File: config.mk
export PLATFORM = sky130hd
export DESIGN_NAME = raster_line_pixel_generator_flat
export DESIGN_NICKNAME = d
export VERILOG_FILES = /design/src/hw/rtl/rlpg_pkg.sv /design/src/hw/rtl/rlpg_line_if.sv /design/src/hw/rtl/rlpg_pix_if.sv /design/src/hw/rtl/rlpg_setup.sv /design/src/hw/rtl/raster_line_pixel_generator.sv /design/src/flat_wrapper.sv
export SDC_FILE = /design/constraint.sdc
export NUM_CORES = 1
export LEC_CHECK = 0
export BUFFER_PORTS_ARGS = -buffer_cell sky130_fd_sc_hd__buf_2
export CORE_ASPECT_RATIO = 1.25
export CORE_UTILIZATION = 50
export DETAILED_ROUTE_END_ITERATION = 10
export PLACE_DENSITY_LB_ADDON = 0.25
export SYNTH_ARGS = -nofsm -noshare
export SYNTH_HDL_FRONTEND = slang
export SYNTH_HIERARCHICAL = 1
export SYNTH_SLANG_ARGS = --single-unit
File: constraint.sdc
create_clock -name clk -period 8.1 [get_ports clk]
set_input_delay 1.215 -clock clk [delete_from_list [all_inputs] [get_ports clk]]
set_output_delay 1.215 -clock clk [all_outputs]
set_load 0.01 [all_outputs]
File: src/hw/rtl/rlpg_pkg.sv
// Shared constants and a type for the raster line pixel generator
package rlpg_pkg;

    localparam int COORD_BITS_DEF = 10;
    localparam int PITCH_BITS_DEF = 11;
    localparam int ADDR_BITS      = 22;
    localparam int COLOR_BITS     = 16;
    localparam int PITCH_RESET    = 1024;

    typedef enum logic
    {
        CMD_START = 1'b0,
        CMD_STEP  = 1'b1
    } cmd_t;

endpackage

File: src/hw/rtl/rlpg_line_if.sv
// Command channel carrying line start and step transfers
interface rlpg_line_if
    import rlpg_pkg::*;
#(
    parameter int COORD_BITS = COORD_BITS_DEF
)
();
    logic                  valid;
    logic                  ready;
    logic                  cmd;
    logic [COORD_BITS-1:0] x_start;
    logic [COORD_BITS-1:0] y_start;
    logic [COORD_BITS-1:0] x_end;
    logic [COORD_BITS-1:0] y_end;
    logic [COLOR_BITS-1:0] pen_color;

    modport source
    (
        output valid, cmd, x_start, y_start, x_end, y_end, pen_color,
        input  ready
    );

    modport sink
    (
        input  valid, cmd, x_start, y_start, x_end, y_end, pen_color,
        output ready
    );
endinterface

File: src/hw/rtl/rlpg_pix_if.sv
// Pixel write channel towards the frame buffer
interface rlpg_pix_if
    import rlpg_pkg::*;
();
    logic                 valid;
    logic                 ready;
    logic [ADDR_BITS-1:0] pixel_address;
    logic [COLOR_BITS-1:0] pixel_value;
    logic                 last_pixel;

    modport source
    (
        output valid, pixel_address, pixel_value, last_pixel,
        input  ready
    );

    modport sink
    (
        input  valid, pixel_address, pixel_value, last_pixel,
        output ready
    );
endinterface

File: src/hw/rtl/rlpg_setup.sv
// Line setup decode: start address, lengths and address steps from two endpoints
module rlpg_setup
    import rlpg_pkg::*;
#(
    parameter int COORD_BITS = COORD_BITS_DEF,
    parameter int PITCH_BITS = PITCH_BITS_DEF
)
(
    input  logic [COORD_BITS-1:0] x_start,
    input  logic [COORD_BITS-1:0] y_start,
    input  logic [COORD_BITS-1:0] x_end,
    input  logic [COORD_BITS-1:0] y_end,
    input  logic [PITCH_BITS:0]   pitch,
    output logic [ADDR_BITS-1:0]  start_addr,
    output logic [COORD_BITS:0]   major_len,
    output logic [COORD_BITS:0]   minor_len,
    output logic [PITCH_BITS+1:0] major_delta,
    output logic [PITCH_BITS+2:0] diag_delta
);

    localparam int LEN_W  = COORD_BITS + 1;
    localparam int DW     = PITCH_BITS + 2;
    localparam int PROD_W = COORD_BITS + PITCH_BITS + 1;
    localparam int MW     = ((PROD_W > ADDR_BITS) ? PROD_W : ADDR_BITS) + 1;

    logic                  xneg;
    logic                  yneg;
    logic [COORD_BITS-1:0] adx;
    logic [COORD_BITS-1:0] ady;
    logic [COORD_BITS-1:0] x_sel;
    logic [COORD_BITS-1:0] y_sel;
    logic [LEN_W-1:0]      lx;
    logic [LEN_W-1:0]      ly;
    logic [DW-1:0]         pitch_d;
    logic [DW-1:0]         sx;
    logic [DW-1:0]         sy;
    logic [DW-1:0]         minor_delta;
    logic [MW-1:0]         lin;

    assign xneg    = x_end < x_start;
    assign yneg    = y_end < y_start;
    assign adx     = xneg ? (x_start - x_end) : (x_end - x_start);
    assign ady     = yneg ? (y_start - y_end) : (y_end - y_start);
    assign lx      = {1'b0, adx} + LEN_W'(1);
    assign ly      = {1'b0, ady} + LEN_W'(1);
    assign pitch_d = DW'(pitch);
    assign sx      = xneg ? '1 : DW'(1);
    assign sy      = yneg ? (DW'(0) - pitch_d) : pitch_d;

    // horizontal and vertical lines start from the smaller coordinate
    assign x_sel = (xneg && (ady == '0)) ? x_end : x_start;
    assign y_sel = (yneg && (adx == '0)) ? y_end : y_start;

    assign lin        = MW'(y_sel) * MW'(pitch) + MW'(x_sel);
    assign start_addr = lin[ADDR_BITS-1:0];

    always_comb
    begin
        major_len   = LEN_W'(1);
        minor_len   = '0;
        major_delta = '0;
        minor_delta = '0;
        priority if ((adx == '0) && (ady == '0))
        begin
            major_len = LEN_W'(1);
        end
        else if (adx == '0)
        begin
            major_len   = {1'b0, ady};
            major_delta = pitch_d;
        end
        else if (ady == '0)
        begin
            major_len   = {1'b0, adx};
            major_delta = DW'(1);
        end
        else if (lx < ly)
        begin
            major_len   = ly;
            minor_len   = lx;
            major_delta = sy;
            minor_delta = sx;
        end
        else
        begin
            major_len   = lx;
            minor_len   = ly;
            major_delta = sx;
            minor_delta = sy;
        end
    end

    assign diag_delta = {major_delta[DW-1], major_delta} + {minor_delta[DW-1], minor_delta};

endmodule

File: src/hw/rtl/raster_line_pixel_generator.sv
// Top level of the raster line pixel generator
// Draws one line at a time into a linear frame buffer. A start transfer on the line
// channel yields the first pixel write, and each step transfer the next one, with
// last_pixel marking the final pixel; a step with no line in progress yields nothing
// and a start always drops any line in progress. One transfer is taken every cycle while
// the pixel channel does not hold back the output: the endpoint decode and the
// x + y * row_pitch multiply sit before the input register, and the error accumulator
// update and address step sit between it and the result register, so a pixel write is
// offered from the result register once its transfer has passed the input register.
// Write row_pitch only while no line work is outstanding.
module raster_line_pixel_generator
    import rlpg_pkg::*;
#(
    parameter int COORD_BITS = COORD_BITS_DEF,
    parameter int PITCH_BITS = PITCH_BITS_DEF
)
(
    input  logic                clk,
    input  logic                rst_n,
    input  logic                row_pitch_we,
    input  logic [PITCH_BITS:0] row_pitch,
    rlpg_line_if.sink           line,
    rlpg_pix_if.source          pixel
);

    localparam int LEN_W = COORD_BITS + 1;
    localparam int DW    = PITCH_BITS + 2;

    logic [PITCH_BITS:0]   pitch_reg;

    logic [ADDR_BITS-1:0]  dec_addr;
    logic [LEN_W-1:0]      dec_major;
    logic [LEN_W-1:0]      dec_minor;
    logic [DW-1:0]         dec_mdelta;
    logic [DW:0]           dec_ddelta;

    logic                  s1_valid_reg;
    logic                  s1_cmd_reg;
    logic [ADDR_BITS-1:0]  s1_addr_reg;
    logic [LEN_W-1:0]      s1_major_reg;
    logic [LEN_W-1:0]      s1_minor_reg;
    logic [DW-1:0]         s1_mdelta_reg;
    logic [DW:0]           s1_ddelta_reg;
    logic [COLOR_BITS-1:0] s1_color_reg;

    logic                  busy_reg;
    logic [ADDR_BITS-1:0]  cur_addr_reg;
    logic [LEN_W-1:0]      acc_reg;
    logic [LEN_W-1:0]      major_reg;
    logic [LEN_W-1:0]      minor_reg;
    logic [LEN_W-1:0]      left_reg;
    logic [DW-1:0]         mdelta_reg;
    logic [DW:0]           ddelta_reg;
    logic [COLOR_BITS-1:0] color_reg;

    logic                  out_valid_reg;
    logic [ADDR_BITS-1:0]  out_addr_reg;
    logic [COLOR_BITS-1:0] out_color_reg;
    logic                  out_last_reg;

    logic                  line_xfer;
    logic                  out_free;
    logic                  s1_fire;
    logic                  s1_start;
    logic                  emit;
    logic [ADDR_BITS-1:0]  e_addr;
    logic [LEN_W-1:0]      e_acc;
    logic [LEN_W-1:0]      e_major;
    logic [LEN_W-1:0]      e_minor;
    logic [LEN_W-1:0]      e_left;
    logic [DW-1:0]         e_mdelta;
    logic [DW:0]           e_ddelta;
    logic [COLOR_BITS-1:0] e_color;
    logic [LEN_W:0]        acc_sum;
    logic                  take_minor;
    logic [DW:0]           step_d;
    logic [ADDR_BITS-1:0]  addr_next;
    logic [LEN_W-1:0]      acc_next;
    logic [LEN_W-1:0]      left_next;
    logic                  busy_next;

    rlpg_setup #(
        .COORD_BITS (COORD_BITS),
        .PITCH_BITS (PITCH_BITS)
    ) u_setup (
        .x_start     (line.x_start),
        .y_start     (line.y_start),
        .x_end       (line.x_end),
        .y_end       (line.y_end),
        .pitch       (pitch_reg),
        .start_addr  (dec_addr),
        .major_len   (dec_major),
        .minor_len   (dec_minor),
        .major_delta (dec_mdelta),
        .diag_delta  (dec_ddelta)
    );

    always_ff @(posedge clk or negedge rst_n)
    begin
        if (!rst_n)
        begin
            pitch_reg <= (PITCH_BITS + 1)'(PITCH_RESET);
        end
        else if (row_pitch_we)
        begin
            pitch_reg <= row_pitch;
        end
    end

    assign out_free   = !out_valid_reg || pixel.ready;
    assign s1_fire    = s1_valid_reg && out_free;
    assign line.ready = !s1_valid_reg || out_free;
    assign line_xfer  = line.valid && line.ready;

    always_ff @(posedge clk or negedge rst_n)
    begin
        if (!rst_n)
        begin
            s1_valid_reg <= 1'b0;
        end
        else if (line.ready)
        begin
            s1_valid_reg <= line.valid;
        end
    end

    always_ff @(posedge clk)
    begin
        if (line_xfer)
        begin
            s1_cmd_reg    <= line.cmd;
            s1_addr_reg   <= dec_addr;
            s1_major_reg  <= dec_major;
            s1_minor_reg  <= dec_minor;
            s1_mdelta_reg <= dec_mdelta;
            s1_ddelta_reg <= dec_ddelta;
            s1_color_reg  <= line.pen_color;
        end
    end

    // a start takes its fresh setup in place of the running line state
    assign s1_start = s1_cmd_reg == CMD_START;
    assign emit     = s1_start || busy_reg;
    assign e_addr   = s1_start ? s1_addr_reg   : cur_addr_reg;
    assign e_acc    = s1_start ? '0            : acc_reg;
    assign e_major  = s1_start ? s1_major_reg  : major_reg;
    assign e_minor  = s1_start ? s1_minor_reg  : minor_reg;
    assign e_left   = s1_start ? s1_major_reg  : left_reg;
    assign e_mdelta = s1_start ? s1_mdelta_reg : mdelta_reg;
    assign e_ddelta = s1_start ? s1_ddelta_reg : ddelta_reg;
    assign e_color  = s1_start ? s1_color_reg  : color_reg;

    assign acc_sum    = {1'b0, e_acc} + {1'b0, e_minor};
    assign take_minor = acc_sum >= {1'b0, e_major};
    assign acc_next   = take_minor ? LEN_W'(acc_sum - {1'b0, e_major}) : acc_sum[LEN_W-1:0];
    assign step_d     = take_minor ? e_ddelta : {e_mdelta[DW-1], e_mdelta};
    assign addr_next  = e_addr + {{(ADDR_BITS - DW - 1){step_d[DW]}}, step_d};
    assign left_next  = (e_left != '0) ? (e_left - LEN_W'(1)) : '0;
    assign busy_next  = left_next != '0;

    always_ff @(posedge clk or negedge rst_n)
    begin
        if (!rst_n)
        begin
            busy_reg     <= 1'b0;
            cur_addr_reg <= '0;
            acc_reg      <= '0;
            major_reg    <= '0;
            minor_reg    <= '0;
            left_reg     <= '0;
            mdelta_reg   <= '0;
            ddelta_reg   <= '0;
            color_reg    <= '0;
        end
        else if (s1_fire && emit)
        begin
            busy_reg     <= busy_next;
            cur_addr_reg <= addr_next;
            acc_reg      <= acc_next;
            major_reg    <= e_major;
            minor_reg    <= e_minor;
            left_reg     <= left_next;
            mdelta_reg   <= e_mdelta;
            ddelta_reg   <= e_ddelta;
            color_reg    <= e_color;
        end
    end

    always_ff @(posedge clk or negedge rst_n)
    begin
        if (!rst_n)
        begin
            out_valid_reg <= 1'b0;
        end
        else if (s1_fire && emit)
        begin
            out_valid_reg <= 1'b1;
        end
        else if (pixel.ready)
        begin
            out_valid_reg <= 1'b0;
        end
    end

    always_ff @(posedge clk)
    begin
        if (s1_fire && emit)
        begin
            out_addr_reg  <= e_addr;
            out_color_reg <= e_color;
            out_last_reg  <= e_left <= LEN_W'(1);
        end
    end

    assign pixel.valid         = out_valid_reg;
    assign pixel.pixel_address = out_addr_reg;
    assign pixel.pixel_value   = out_color_reg;
    assign pixel.last_pixel    = out_last_reg;

    a_busy_has_pixels: assert property (@(posedge clk) disable iff (!rst_n)
        busy_reg |-> (left_reg != '0))
        else $error("line busy with no pixels left");

    a_acc_below_major: assert property (@(posedge clk) disable iff (!rst_n)
        busy_reg |-> (acc_reg < major_reg))
        else $error("error accumulator not below major length");

    a_final_step_idles: assert property (@(posedge clk) disable iff (!rst_n)
        (s1_fire && !s1_start && busy_reg && (left_reg == LEN_W'(1))) |=> !busy_reg)
        else $error("line still busy after its final pixel");

    a_idle_step_no_change: assert property (@(posedge clk) disable iff (!rst_n)
        (s1_fire && !emit) |=> ($stable(cur_addr_reg) && !busy_reg))
        else $error("step while idle altered line state");

    a_stall_only_when_full: assert property (@(posedge clk) disable iff (!rst_n)
        !line.ready |-> (s1_valid_reg && out_valid_reg && !pixel.ready))
        else $error("input stalled without a full pipeline");

endmodule
File: src/flat_wrapper.sv
// flat-port wrapper written by rule: the top's interface ports become plain ports
module raster_line_pixel_generator_flat import rlpg_pkg::*;
#(
    parameter int COORD_BITS = COORD_BITS_DEF,
    parameter int PITCH_BITS = PITCH_BITS_DEF
)
  (clk, rst_n, row_pitch_we, row_pitch, line_valid, line_cmd, line_x_start, line_y_start, line_x_end, line_y_end, line_pen_color, line_ready, pixel_valid, pixel_pixel_address, pixel_pixel_value, pixel_last_pixel, pixel_ready);
  rlpg_line_if #(.COORD_BITS(COORD_BITS)) line_i ();
  rlpg_pix_if pixel_i ();
  input  logic clk;
  input  logic rst_n;
  input  logic row_pitch_we;
  input  logic [PITCH_BITS:0] row_pitch;
  input wire logic [$bits(line_i.valid)-1:0] line_valid;
  input wire logic [$bits(line_i.cmd)-1:0] line_cmd;
  input wire logic [$bits(line_i.x_start)-1:0] line_x_start;
  input wire logic [$bits(line_i.y_start)-1:0] line_y_start;
  input wire logic [$bits(line_i.x_end)-1:0] line_x_end;
  input wire logic [$bits(line_i.y_end)-1:0] line_y_end;
  input wire logic [$bits(line_i.pen_color)-1:0] line_pen_color;
  output wire logic [$bits(line_i.ready)-1:0] line_ready;
  output wire logic [$bits(pixel_i.valid)-1:0] pixel_valid;
  output wire logic [$bits(pixel_i.pixel_address)-1:0] pixel_pixel_address;
  output wire logic [$bits(pixel_i.pixel_value)-1:0] pixel_pixel_value;
  output wire logic [$bits(pixel_i.last_pixel)-1:0] pixel_last_pixel;
  input wire logic [$bits(pixel_i.ready)-1:0] pixel_ready;
  assign line_i.valid = line_valid;
  assign line_i.cmd = line_cmd;
  assign line_i.x_start = line_x_start;
  assign line_i.y_start = line_y_start;
  assign line_i.x_end = line_x_end;
  assign line_i.y_end = line_y_end;
  assign line_i.pen_color = line_pen_color;
  assign line_ready = line_i.ready;
  assign pixel_valid = pixel_i.valid;
  assign pixel_pixel_address = pixel_i.pixel_address;
  assign pixel_pixel_value = pixel_i.pixel_value;
  assign pixel_last_pixel = pixel_i.last_pixel;
  assign pixel_i.ready = pixel_ready;
  raster_line_pixel_generator #(.COORD_BITS(COORD_BITS), .PITCH_BITS(PITCH_BITS)) u_core (.clk(clk), .rst_n(rst_n), .row_pitch_we(row_pitch_we), .row_pitch(row_pitch), .line(line_i), .pixel(pixel_i));
endmodule
==> out/metrics.yaml <==
outcome:
  status: "finished, violations left"
  violations: "setup timing"
clocking:
  cts_root_buffer: "clkbuf_16"
  clock_sinks: 251
  cts_hold_buf: 0
  cts_tree: "built"
  insertion_delay_ns: 0.57
  clk_pin_slew_worst_paths_ns: 0.06
  cts_max_level: 1
  clock_path_buffers: 3
  cts_buffers: 27
timing:
  fin_crit_sh: 1.06
  tightestPinTransition_ns: 1.11
  max_freq_mhz: 116
  fin_worst_skew_ns: 0.0304
  hold_viol_final: 0
  drv_slew: 0
  rsz0062_at_grt: "true"
  fin_ws_ns: -0.525
  relSlewSlack: 0.261
  fin_crit_ns: 8.62
  finalSetupViolations: 7
floorplan:
  die_x_um: 185
  num_rows: 83
  initial_core_util: 0.510
  coreArea_um2: 41200
  die_area_um2: 42900
  die_h_um: 231
  ios: 115
power_and_ir_drop:
  max-vdd-ir-drop_uv: 316
  power_density_nw_per_um2: 462
  p_leak_nw: 11.8
worst_setup_path:
  slowest_delay_ns: 0.57
  arrival_ns: 8.93
  reg2reg_depth: 27
  path_class: "in -> reg"
  worstPathRequired_ns: 8.40
  crit_path_end_kind: "register"
  slowest_stage: "or4_4"
  rr_startpoint: "u_core/s1_cmd_reg"
  r2r_setup_slack_ns: 0.84
  worstSetupStartpointType: "input port"
  reg2reg_to: "u_core/cur_addr_reg[18]"
  crit_fanout: 6
placed_design:
  placed_area_um2: 24300
  hpwl_um: 43100
  portBuffers: 114
  dp_cells: 3084
  place_congestion: 0.929
grt:
  gr-usage-met3: 0.0239
  grt_max_degree: 98
  grt_pass1_wl_um: 90100
  grt_util_met1: 0.342
  grtUsageTotal: 0.263
  grt-ovfl-total: 0
  use_met2: 0.459
  grt-busiest-layer: "met2"
  antenna_found_initial: 0
  grt_pass1_vias: 17900
synthesis:
  yosys_warnings: 6
  synth.area.top_cells: "edfxtp_1 (18%), dfrtp_1 (15%), ha_1 (10%), fa_1 (9.1%), nand2_1 (5.1%)"
  yosysUniqueCellTypes: 94
  synth_ff_type: "edfxtp_1"
  synthCells: 2214
  synth_area_leader_cell: "edfxtp_1"
  yosys_register_bits: 251
  seq_area_frac_synth: 0.329
  synth.avg_cell_area_um2: 9.49
  synth_top_area_frac: 0.181
  synth_edf_count: 127
  netlist_area_um2: 21000
  syn_nets: 2559
  synthArstFlopShare: 0.494
finish:
  stdcell_count: 3152
  nNetsFinal: 2924
  fin_area_um2: 25700
  antenna_cells: 0
  drive_above_1_share: 0.268
  area.growth.synth_to_final_pct: 22.2
  fin_util: 0.623
drt:
  drc: 0
  wl_per_cell_um: 17.5
  wl_um: 55300
  vias: 17300
  final_antenna_net_count: 0
  drtIter0Drc: 1032
  routed_via_density: 5.49
  drt_first_pass_iters: 5
hold_path:
  hold_path_end: "u_core/mdelta_reg[0]"
  hold_depth: 2
  hold_start: "u_core/s1_mdelta_reg[0]"
  worstHoldPathType: "reg -> reg"
flow_run:
  drv_cap: 0
-- routing by layer --
metal | share of wire | up-vias
li1 | - | 8464
met5 | 0 | -
met1 | 0.44 | 8358
met2 | 0.49 | 422
met3 | 0.041 | 76
met4 | 0.029 | 0
-- synthesized netlist by cell type, drive strengths merged, types with 17 or more instances --
cell and number:
or3 18, a21oi 127, a31oi 19, inv 195, xor2 32, dfrtp 123
ha 175, edfxtp 127, nand2 285, nand2b 17, buf 48, a211oi 26
o21a 21, mux2 89, nor2b 33, and2 50, o21ai 128, nand3 28
clkbuf 44, mux2i 23, a21o 38, nor2 151, xnor2 62, fa 96
nor3 47
-- worst max-delay path, delay by kind of cell --
kind	cells	cell delay, ns
multiplexers	1	0.23
AO/OA/AOI/OAI	9	1.95
buffers and inverters	11	0.81
adder cells (fa/ha/maj)	9	3.15
AND/OR/NAND/NOR	7	1.44
XOR/XNOR	1	0.12
-- cell usage in the layout, fill, tap and decap left out, types with 21 or more instances in the layout --
master,synthesis,layout
buf_4,9,302
nand2_1,285,281
inv_1,194,186
ha_1,175,165
nor2_1,149,143
edfxtp_1,127,127
dfrtp_1,123,123
a21oi_1,126,118
buf_2,31,112
o21ai_0,116,109
fa_1,96,91
mux2_2,88,88
xnor2_1,61,61
and2_1,49,47
nor3_1,47,46
a21o_1,38,37
nor2b_1,33,32
xor2_1,32,30
clkbuf_16,0,27
nand3_1,27,24
a211oi_1,25,24
o21a_1,21,21
-- kinds of logic after synthesis --
kind of cell	Yosys count	share of synthesized area
adder cells (fa/ha/maj)	271	0.196
multiplexers	125	0.0729
AO/OA/AOI/OAI	479	0.149
buffers and inverters	290	0.0560
AND/OR/NAND/NOR	704	0.158
flip-flops	251	0.329
XOR/XNOR	94	0.0395
-- where the power goes --
group          internal, mW  leakage [nW]  switching [mW]
Sequential             2.08          2.72           0.278
Combinational          3.91          8.62            4.30
Clock                 0.765         0.459           0.537
-- through the flow --
step | hold slack [ns] | TNS [ns] | setup slack [ns] | total power [mW]
final | 0.465 | -2.17 | -0.525 | 11.9
after global routing | 0.495 | -4.39 | -0.784 | 12.9
after CTS | 0.468 | -2.68 | -0.573 | 11.7
after detailed placement | 0.452 | -11.14 | -1.43 | 10.1
after global placement | 0.445 | -9.15 | -1.30 | 9.88
after floorplan | 0.435 | -3.23 | -0.927 | 7.80
-- layout make-up --
cell class / count / area [µm²]
clock buffers: 32 / 714
fillers: 3441 / 15600
repair buffers: 428 / 2990
flip-flops and latches: 251 / 6920
multi-input cells: 1673 / 13400
inverters: 198 / 757
clock inverters: 18 / 218
well taps: 552 / 691
-- worst max-delay path by stage --
stage	start	endpoint	slack, ns
finish	line_x_end[0]	u_core/s1_addr_reg[21]	-0.52
global route	line_x_end[0]	u_core/s1_addr_reg[21]	-0.78
CTS	line_x_end[0]	u_core/s1_addr_reg[21]	-0.57
detailed placement	line_x_end[0]	u_core/s1_addr_reg[21]	-1.43
global placement	line_x_end[0]	u_core/s1_addr_reg[21]	-1.30
floorplan	line_x_end[0]	u_core/s1_addr_reg[21]	-0.93
-- what timing repair did --
item	4_1_cts	5_1_grt
setup endpoints to repair	9	16
gates resized for setup	37	38
gates cloned	0	0
pin swaps	49	27
endpoints found under the hold margin	0	0
buffers inserted	9	10
Power figures use the tool's default switching activity.
